## config.mk

```make
export PLATFORM = sky130hd
export DESIGN_NAME = sha512_ctrl
export DESIGN_NICKNAME = d
export VERILOG_FILES = /design/src/design/sha512_pkg.sv /design/src/design/sha512_ctrl.sv
export SDC_FILE = /design/constraint.sdc
export NUM_CORES = 2
export LEC_CHECK = 0
export ABC_AREA = 0
export ABC_CLOCK_PERIOD_IN_PS = 3100
export BUFFER_PORTS_ARGS = -buffer_cell sky130_fd_sc_hd__buf_2
export CELL_PAD_IN_SITES_DETAIL_PLACEMENT = 0
export CELL_PAD_IN_SITES_GLOBAL_PLACEMENT = 1
export CORE_MARGIN = 3
export CORE_UTILIZATION = 30
export CTS_CLUSTER_DIAMETER = 200
export CTS_CLUSTER_SIZE = 40
export DETAILED_ROUTE_END_ITERATION = 12
export PLACE_DENSITY = 0.68
export SLEW_MARGIN = 20
export SYNTH_ARGS = -nofsm -noshare
export SYNTH_HDL_FRONTEND = slang
export SYNTH_SLANG_ARGS = --single-unit
```

## constraint.sdc

```tcl
create_clock -name clk_i -period 3.1 [get_ports clk_i]
set_input_delay 0.31 -clock clk_i [delete_from_list [all_inputs] [get_ports clk_i]]
set_output_delay 0.31 -clock clk_i [all_outputs]
set_load 0.05 [all_outputs]
```

## src/design/sha512_pkg.sv

```systemverilog
// ----------------------------------------------------------------------------
// sha512_pkg
// Shared types and constants for the SHA-512 hash engine.
// ----------------------------------------------------------------------------
`default_nettype none
package sha512_pkg;

  localparam int unsigned NumRounds = 80;
  localparam int unsigned BlockWords = 16;

  localparam logic [7:0] PadByte = 8'h80;

  // Datapath command from the controller.
  typedef enum logic [2:0] {
    CMD_NONE  = 3'd0,
    CMD_INIT  = 3'd1,  // load working vars from chaining value
    CMD_ROUND = 3'd2,  // one compression round
    CMD_FOLD  = 3'd3,  // add working vars into chaining value
    CMD_RESET = 3'd4   // chaining value back to IV
  } cmd_e;

  typedef struct packed {
    cmd_e       op;
    logic [6:0] rnd;
  } dp_ctrl_t;

  function automatic logic [63:0] iv_f(input logic [2:0] i);
    logic [63:0] r;
    case (i)
      3'd0: r = 64'h6a09e667f3bcc908;
      3'd1: r = 64'hbb67ae8584caa73b;
      3'd2: r = 64'h3c6ef372fe94f82b;
      3'd3: r = 64'ha54ff53a5f1d36f1;
      3'd4: r = 64'h510e527fade682d1;
      3'd5: r = 64'h9b05688c2b3e6c1f;
      3'd6: r = 64'h1f83d9abfb41bd6b;
      default: r = 64'h5be0cd19137e2179;
    endcase
    return r;
  endfunction

  function automatic logic [63:0] k_f(input logic [6:0] t);
    logic [63:0] r;
    case (t)
      7'd0: r = 64'h428a2f98d728ae22; 7'd1: r = 64'h7137449123ef65cd;
      7'd2: r = 64'hb5c0fbcfec4d3b2f; 7'd3: r = 64'he9b5dba58189dbbc;
      7'd4: r = 64'h3956c25bf348b538; 7'd5: r = 64'h59f111f1b605d019;
      7'd6: r = 64'h923f82a4af194f9b; 7'd7: r = 64'hab1c5ed5da6d8118;
      7'd8: r = 64'hd807aa98a3030242; 7'd9: r = 64'h12835b0145706fbe;
      7'd10: r = 64'h243185be4ee4b28c; 7'd11: r = 64'h550c7dc3d5ffb4e2;
      7'd12: r = 64'h72be5d74f27b896f; 7'd13: r = 64'h80deb1fe3b1696b1;
      7'd14: r = 64'h9bdc06a725c71235; 7'd15: r = 64'hc19bf174cf692694;
      7'd16: r = 64'he49b69c19ef14ad2; 7'd17: r = 64'hefbe4786384f25e3;
      7'd18: r = 64'h0fc19dc68b8cd5b5; 7'd19: r = 64'h240ca1cc77ac9c65;
      7'd20: r = 64'h2de92c6f592b0275; 7'd21: r = 64'h4a7484aa6ea6e483;
      7'd22: r = 64'h5cb0a9dcbd41fbd4; 7'd23: r = 64'h76f988da831153b5;
      7'd24: r = 64'h983e5152ee66dfab; 7'd25: r = 64'ha831c66d2db43210;
      7'd26: r = 64'hb00327c898fb213f; 7'd27: r = 64'hbf597fc7beef0ee4;
      7'd28: r = 64'hc6e00bf33da88fc2; 7'd29: r = 64'hd5a79147930aa725;
      7'd30: r = 64'h06ca6351e003826f; 7'd31: r = 64'h142929670a0e6e70;
      7'd32: r = 64'h27b70a8546d22ffc; 7'd33: r = 64'h2e1b21385c26c926;
      7'd34: r = 64'h4d2c6dfc5ac42aed; 7'd35: r = 64'h53380d139d95b3df;
      7'd36: r = 64'h650a73548baf63de; 7'd37: r = 64'h766a0abb3c77b2a8;
      7'd38: r = 64'h81c2c92e47edaee6; 7'd39: r = 64'h92722c851482353b;
      7'd40: r = 64'ha2bfe8a14cf10364; 7'd41: r = 64'ha81a664bbc423001;
      7'd42: r = 64'hc24b8b70d0f89791; 7'd43: r = 64'hc76c51a30654be30;
      7'd44: r = 64'hd192e819d6ef5218; 7'd45: r = 64'hd69906245565a910;
      7'd46: r = 64'hf40e35855771202a; 7'd47: r = 64'h106aa07032bbd1b8;
      7'd48: r = 64'h19a4c116b8d2d0c8; 7'd49: r = 64'h1e376c085141ab53;
      7'd50: r = 64'h2748774cdf8eeb99; 7'd51: r = 64'h34b0bcb5e19b48a8;
      7'd52: r = 64'h391c0cb3c5c95a63; 7'd53: r = 64'h4ed8aa4ae3418acb;
      7'd54: r = 64'h5b9cca4f7763e373; 7'd55: r = 64'h682e6ff3d6b2b8a3;
      7'd56: r = 64'h748f82ee5defb2fc; 7'd57: r = 64'h78a5636f43172f60;
      7'd58: r = 64'h84c87814a1f0ab72; 7'd59: r = 64'h8cc702081a6439ec;
      7'd60: r = 64'h90befffa23631e28; 7'd61: r = 64'ha4506cebde82bde9;
      7'd62: r = 64'hbef9a3f7b2c67915; 7'd63: r = 64'hc67178f2e372532b;
      7'd64: r = 64'hca273eceea26619c; 7'd65: r = 64'hd186b8c721c0c207;
      7'd66: r = 64'heada7dd6cde0eb1e; 7'd67: r = 64'hf57d4f7fee6ed178;
      7'd68: r = 64'h06f067aa72176fba; 7'd69: r = 64'h0a637dc5a2c898a6;
      7'd70: r = 64'h113f9804bef90dae; 7'd71: r = 64'h1b710b35131c471b;
      7'd72: r = 64'h28db77f523047d84; 7'd73: r = 64'h32caab7b40c72493;
      7'd74: r = 64'h3c9ebe0a15c9bebc; 7'd75: r = 64'h431d67c49c100d4c;
      7'd76: r = 64'h4cc5d4becb3e42b6; 7'd77: r = 64'h597f299cfc657e2a;
      7'd78: r = 64'h5fcb6fab3ad6faec; default: r = 64'h6c44198c4a475817;
    endcase
    return r;
  endfunction

endpackage
`default_nettype wire

```

## src/design/sha512_ctrl.sv

```systemverilog
// ----------------------------------------------------------------------------
// sha512_ctrl
// Sequencer: byte packing, padding, round count, digest output.
// ----------------------------------------------------------------------------
`default_nettype none
module sha512_ctrl (
  input  wire logic                 clk_i,
  input  wire logic                 rst_ni,
  input  wire logic [63:0]          word_i,
  input  wire logic [3:0]           cnt_i,
  input  wire logic                 end_i,
  input  wire logic                 in_valid_i,
  output logic                      in_ready_o,
  input  wire logic                 out_ready_i,
  output logic                      out_valid_o,
  output logic [2:0]                out_idx_o,
  output sha512_pkg::dp_ctrl_t      ctrl_o,
  output logic                      blk_load_o,
  output logic [1023:0]             blk_o
);
  import sha512_pkg::*;

  // padding phase
  localparam logic [1:0] PadNone = 2'd0;  // message data
  localparam logic [1:0] PadMore = 2'd1;  // pad block, length needs another block
  localparam logic [1:0] PadLast = 2'd2;  // final block

  typedef enum logic [5:0] {
    ST_IDLE  = 6'b000001,
    ST_PACK  = 6'b000010,  // one byte per cycle into the block
    ST_INIT  = 6'b000100,
    ST_ROUND = 6'b001000,
    ST_FOLD  = 6'b010000,
    ST_OUT   = 6'b100000
  } state_e;

  state_e        state_q, state_d;
  logic [1023:0] blk_q;
  logic [6:0]    pos_q;
  logic [127:0]  bits_q;
  logic [63:0]   word_q;
  logic [3:0]    left_q;
  logic          end_q;
  logic [1:0]    pad_q;
  logic [6:0]    rnd_q;
  logic [2:0]    oidx_q;

  logic [127:0] bits_pad;
  assign bits_pad = bits_q + {118'd0, pos_q, 3'd0};

  logic [1023:0] pad_blk;
  always_comb begin
    pad_blk = blk_q;
    for (int i = 0; i < 128; i++) begin
      if (7'(i) == pos_q) pad_blk[1023 - 8*i -: 8] = PadByte;
      else if (7'(i) > pos_q) pad_blk[1023 - 8*i -: 8] = 8'h00;
    end
    // length fits behind the pad byte
    if (pos_q < 7'd112) pad_blk[127:0] = bits_pad;
  end

  assign in_ready_o = state_q == ST_IDLE;
  assign out_valid_o = state_q == ST_OUT;
  assign out_idx_o = oidx_q;
  assign blk_o = blk_q;

  always_comb begin
    state_d = state_q;
    ctrl_o.op = CMD_NONE;
    ctrl_o.rnd = rnd_q;
    blk_load_o = 1'b0;
    case (state_q)
      ST_IDLE: if (in_valid_i) state_d = ST_PACK;
      ST_PACK: begin
        if (left_q == 4'd0) begin
          if (!end_q) state_d = ST_IDLE;
          else state_d = ST_INIT;  // padding prepared in clocked block
        end else if (pos_q == 7'd127) begin
          state_d = ST_INIT;
        end
      end
      ST_INIT: begin
        ctrl_o.op = CMD_INIT;
        blk_load_o = 1'b1;
        state_d = ST_ROUND;
      end
      ST_ROUND: begin
        ctrl_o.op = CMD_ROUND;
        if (rnd_q == 7'(NumRounds - 1)) state_d = ST_FOLD;
      end
      ST_FOLD: begin
        ctrl_o.op = CMD_FOLD;
        if (pad_q == PadLast) state_d = ST_OUT;
        else if (pad_q == PadMore) state_d = ST_INIT;
        else if (left_q == 4'd0 && !end_q) state_d = ST_IDLE;
        else state_d = ST_PACK;
      end
      ST_OUT: begin
        if (out_ready_i && oidx_q == 3'd7) begin
          state_d = ST_IDLE;
          ctrl_o.op = CMD_RESET;
        end
      end
      default: state_d = ST_IDLE;
    endcase
  end

  always_ff @(posedge clk_i or negedge rst_ni) begin
    if (!rst_ni) begin
      state_q <= ST_IDLE;
      pos_q <= '0;
      bits_q <= '0;
      left_q <= '0;
      end_q <= 1'b0;
      pad_q <= PadNone;
      rnd_q <= '0;
      oidx_q <= '0;
    end else begin
      state_q <= state_d;
      case (state_q)
        ST_IDLE: if (in_valid_i) begin
          left_q <= (cnt_i > 4'd8) ? 4'd8 : cnt_i;
          end_q <= end_i;
          pad_q <= PadNone;
        end
        ST_PACK: begin
          if (left_q != 4'd0) begin
            pos_q <= pos_q + 7'd1;
            left_q <= left_q - 4'd1;
            if (pos_q == 7'd127) bits_q <= bits_q + 128'd1024;
          end else if (end_q) begin
            bits_q <= bits_pad;
            pad_q <= (pos_q >= 7'd112) ? PadMore : PadLast;
          end
        end
        ST_INIT: rnd_q <= '0;
        ST_ROUND: rnd_q <= rnd_q + 7'd1;
        ST_FOLD: if (pad_q == PadMore) pad_q <= PadLast;
        ST_OUT: if (out_ready_i) begin
          oidx_q <= oidx_q + 3'd1;
          if (oidx_q == 3'd7) begin
            pos_q <= '0;
            bits_q <= '0;
            end_q <= 1'b0;
            pad_q <= PadNone;
          end
        end
        default: ;
      endcase
    end
  end

  // block buffer payload
  always_ff @(posedge clk_i) begin
    if (state_q == ST_IDLE && in_valid_i) word_q <= word_i;
    if (state_q == ST_PACK) begin
      if (left_q != 4'd0) begin
        blk_q[1023 - 8*pos_q -: 8] <= word_q[63:56];
        word_q <= {word_q[55:0], 8'h00};
      end else if (end_q) begin
        blk_q <= pad_blk;
      end
    end
    // after first of two pad blocks: zeros plus length
    if (state_q == ST_FOLD && pad_q == PadMore) blk_q <= {896'd0, bits_q};
  end
endmodule
`default_nettype wire
```

==> flow_summary.ini <==
[sta]
finalHoldViolCount = 0
count_of_final_max_slew_check_failures = 0
rsz0062_at_grt = true
setup-violations-final = 12
period_needed_ns = 3.223
timing.final.ws_setup_ns = -0.1231
part_of_the_cycle_the_worst_path_needs_pct = 104.0
fin_worst_skew_ns = 0.05830
max_slew.worst_pin.slew_ns = 1.043
fin_worst_hold_slack_ns = 0.09246
max-slew-margin-rel_pct = 29.70
max_freq_ghz = 0.3103

[route]
drcViolationCount = 0
drt_pass1_iterations = 6
wire_per_inst_um = 37.56
remaining_antenna_violation_count = 0
num_vias = 70733
detail_route.iter0.violations = 9549
vias_per_cell = 6.000
finalWirelength_um = 442800

[critical_path]
cp.buffers_inverters = 4
critical_path.top_delay_family = simple AND/OR/NAND/NOR gates
endpoint_kind = register
critical_path.max_fanout = 19
cp_cell_sequence = buf_4 > buf_4 > and2_1 > buf_4 > nand2_1 > nor2_2 > buf_4 > nand3_1 > a21oi_1
max_stage_delay_ns = 0.68
critPathMostFrequentCell = sky130_fd_sc_hd__buf_4
setup.worst_path.class = reg -> reg
worst-endpoint-arrival_ns = 3.88
worstSetupStartpointType = register
critical_path.slowest_cell = sky130_fd_sc_hd__nor2_2
cp.required_ns = 3.75

[power]
irDropWorstVdd_mv = 0.5910
leakage_nw = 33.54
final_total_pwr_w = 0.04904
power_density_mw_per_mm2 = 626.4

[global_routing]
global_route_wire_length_before_repair_um = 584500
grt_overflow_total = 0
grt_pass1_vias = 65369
global_route.usage.total_pct = 42.46
number_of_antenna_violations_at_the_first_check_in_global_routing = 43
grt_start_max_net_pins = 128

[placed_design]
routabilityCongestion = 1.078
dp_worst_slack_ns = -0.4226
dp_hpwl_um = 356900
numPortBuffers = 1112
post_place_cell_area_mm2 = 0.07576
numPlacedInstances = 11630

[die]
io_pins = 1113
start_util_pct = 30.40
die_y_um = 446.4
die_w_um = 446.4
core_mm2 = 0.1914
rows = 160
die_area_mm2 = 0.1992

[logic_synthesis]
yosys-top-cells-area = sky130_fd_sc_hd__dfxtp_1 (33%), sky130_fd_sc_hd__nor2_1 (7.8%), sky130_fd_sc_hd__dfrtp_1 (6.6%)
synthCells = 7212
yosys.area.top_type = sky130_fd_sc_hd__dfxtp_1
synthFlopType = sky130_fd_sc_hd__dfxtp_1
synth.cell_area_mm2 = 0.05817
syn_area_per_cell_um2 = 8.066
synth_cell_type_count = 103
yosys_warnings = 0
synth_seq_cells = 1243
yosysMostFrequentCell = sky130_fd_sc_hd__nor2_1
synth_enable_flop_cells = 128
synth_commonest_cells = sky130_fd_sc_hd__nor2_1 (1208), sky130_fd_sc_hd__dfxtp_1 (960), sky130_fd_sc_hd__nand2_1 (868)
synth_top_area_share_pct = 33.04
synth-async-reset-ratio_pct = 12.47
synthesis.nets = 7304
portion_of_the_post_synthesis_area_used_by_sequential_elements_pct = 46.31

[clock_network]
cts.sink_count = 1243
cts-root-buf = sky130_fd_sc_hd__clkbuf_16
max-clock-path-buffers = 3
cts_made_buffers = 37
clk_transition_reported_paths_ns = 0.18
tritoncts_clock_tree = yes
h-tree-depth = 2
insertion_delay_ns = 0.76

[layout]
areaGrowthSynthToFinish_pct = 34.58
final.fill_count = 20000
drive_above_1_share_pct = 30.02
final-seq-area_mm2 = 0.02696
final_area_mm2 = 0.07829
layout.cells.non_filler = 11788
design.final.nets = 9338
multiInputGateArea_mm2 = 0.02943

[status]
status = finished, violations left
failing_checks = negative setup slack

[worst_hold_path]
hold_class = in -> reg

[job]
cap_violations = 0
## tightest hold or removal path, stage by stage
cell and delay, ns:
sky130_fd_sc_hd__buf_2 0.13, sky130_fd_sc_hd__and2_2 0.26, sky130_fd_sc_hd__a221oi_1 0.11
## cells in the final DEF, fill, tap and decap left out, drive strengths merged, types with 21 or more instances in the layout
cell type / synthesis / layout
buf: 272 / 2451
nor2: 1222 / 1222
dfxtp: 960 / 960
nand2: 871 / 871
a21oi: 734 / 734
o21ai: 418 / 418
nand3: 387 / 387
nor3: 316 / 316
a22oi: 261 / 261
dfrtp: 154 / 154
edfxtp: 128 / 128
nand4: 124 / 124
mux2i: 122 / 122
a31oi: 122 / 122
nor4: 117 / 117
or3: 74 / 74
dlygate4sd3: 0 / 71
o31ai: 66 / 66
and3: 53 / 53
a32oi: 52 / 52
and2: 48 / 48
clkbuf: 255 / 48
inv: 39 / 42
o22ai: 35 / 35
nand2b: 28 / 28
nor2b: 26 / 26
a22o: 21 / 21
## repair_timing
| action | 4_1_cts | 5_1_grt |
|---|---|---|
| endpoints found under the hold margin | 130 | 0 |
| setup buffers | 9 | 8 |
| hold buffers | 71 | 0 |
| pin swaps | 5 | 10 |
| gates resized for setup | 58 | 95 |
| endpoints found under the setup margin | 177 | 454 |
## metrics by stage
| step | utilization (%) | setup TNS [ns] |
|---|---|---|
| 2_1_floorplan | - | -0.2910 |
| 3_3_place_gp | 39.57 | -10.49 |
| 3_5_place_dp | 39.58 | -8.731 |
| 4_1_cts | 40.67 | -0.02325 |
| 5_1_grt | 40.89 | -0.03303 |
| 6_report | 40.91 | -0.7791 |
## area by class of cell
| type | instances | share of cell area [%] |
|---|---|---|
| multi-input cells | 5400 | 37.59 |
| flip-flops and latches | 1243 | 34.44 |
| repair buffers | 2522 | 22.34 |
| well taps | 2511 | 4.013 |
| clock buffers | 48 | 1.290 |
| inverters | 42 | 0.2062 |
| clock inverters | 4 | 0.06393 |
| diodes | 18 | 0.05753 |
## power breakdown
| group | switching, W | internal, W | total [W] | leakage [nW] |
|---|---|---|---|---|
| Sequential | 0.00110 | 0.0175 | 0.0186 | 10.6 |
| Clock | 0.00555 | 0.00238 | 0.00793 | 0.515 |
| Combinational | 0.0163 | 0.00620 | 0.0225 | 22.4 |
## flip-flops by register name (all words and copies together) (netlist names)
name and cells:
left_q 4, pos_q 7, word_q 64, bits_q 125
out_idx_o 3, state_q 6, end_q 1, blk_o 1024
rnd_q 7, pad_q 2
## path summary, 6_finish.rpt
path / from / to / slack, ns / cells after the start
worst min register to register: blk_o[628]$_SDFFE_PP0P_ / blk_o[628]$_SDFFE_PP0P_ / 0.46 / 2
worst max-delay path: pos_q[0]$_DFFE_PN0P_ / blk_o[449]$_SDFFE_PP0P_ / -0.12 / 9
worst min-delay path: in_valid_i / left_q[2]$_DFFE_PN0P_ / 0.09 / 3
min in group asynchronous: rst_ni / bits_q[90]$_DFFE_PN0P_ / 0.20 / 2
max in group asynchronous: rst_ni / state_q[0]$_DFFE_PN1P_ / 1.98 / 3
worst max register to register: pos_q[0]$_DFFE_PN0P_ / blk_o[449]$_SDFFE_PP0P_ / -0.12 / 9
## logic make-up after synthesis
| family | after synthesis | share of synthesized area (%) |
|---|---|---|
| AND/OR/NAND/NOR | 3349 | 26.85 |
| AO/OA/AOI/OAI | 1872 | 19.49 |
| flip-flops | 1243 | 46.31 |
| buffers and inverters | 569 | 4.252 |
| multiplexers | 124 | 2.138 |
| XOR/XNOR | 36 | 0.5420 |
| adder cells (fa/ha/maj) | 19 | 0.4216 |
## metal layers
layer	track usage (%)	vias up	part of all wire (%)
met5	0	-	0.052
met4	28.31	34	8.1
met3	10.53	1054	10
met2	64.42	4588	43
met1	53.27	35195	39
li1	-	29862	-
Note: power is estimated with default switching activity, not from simulation.
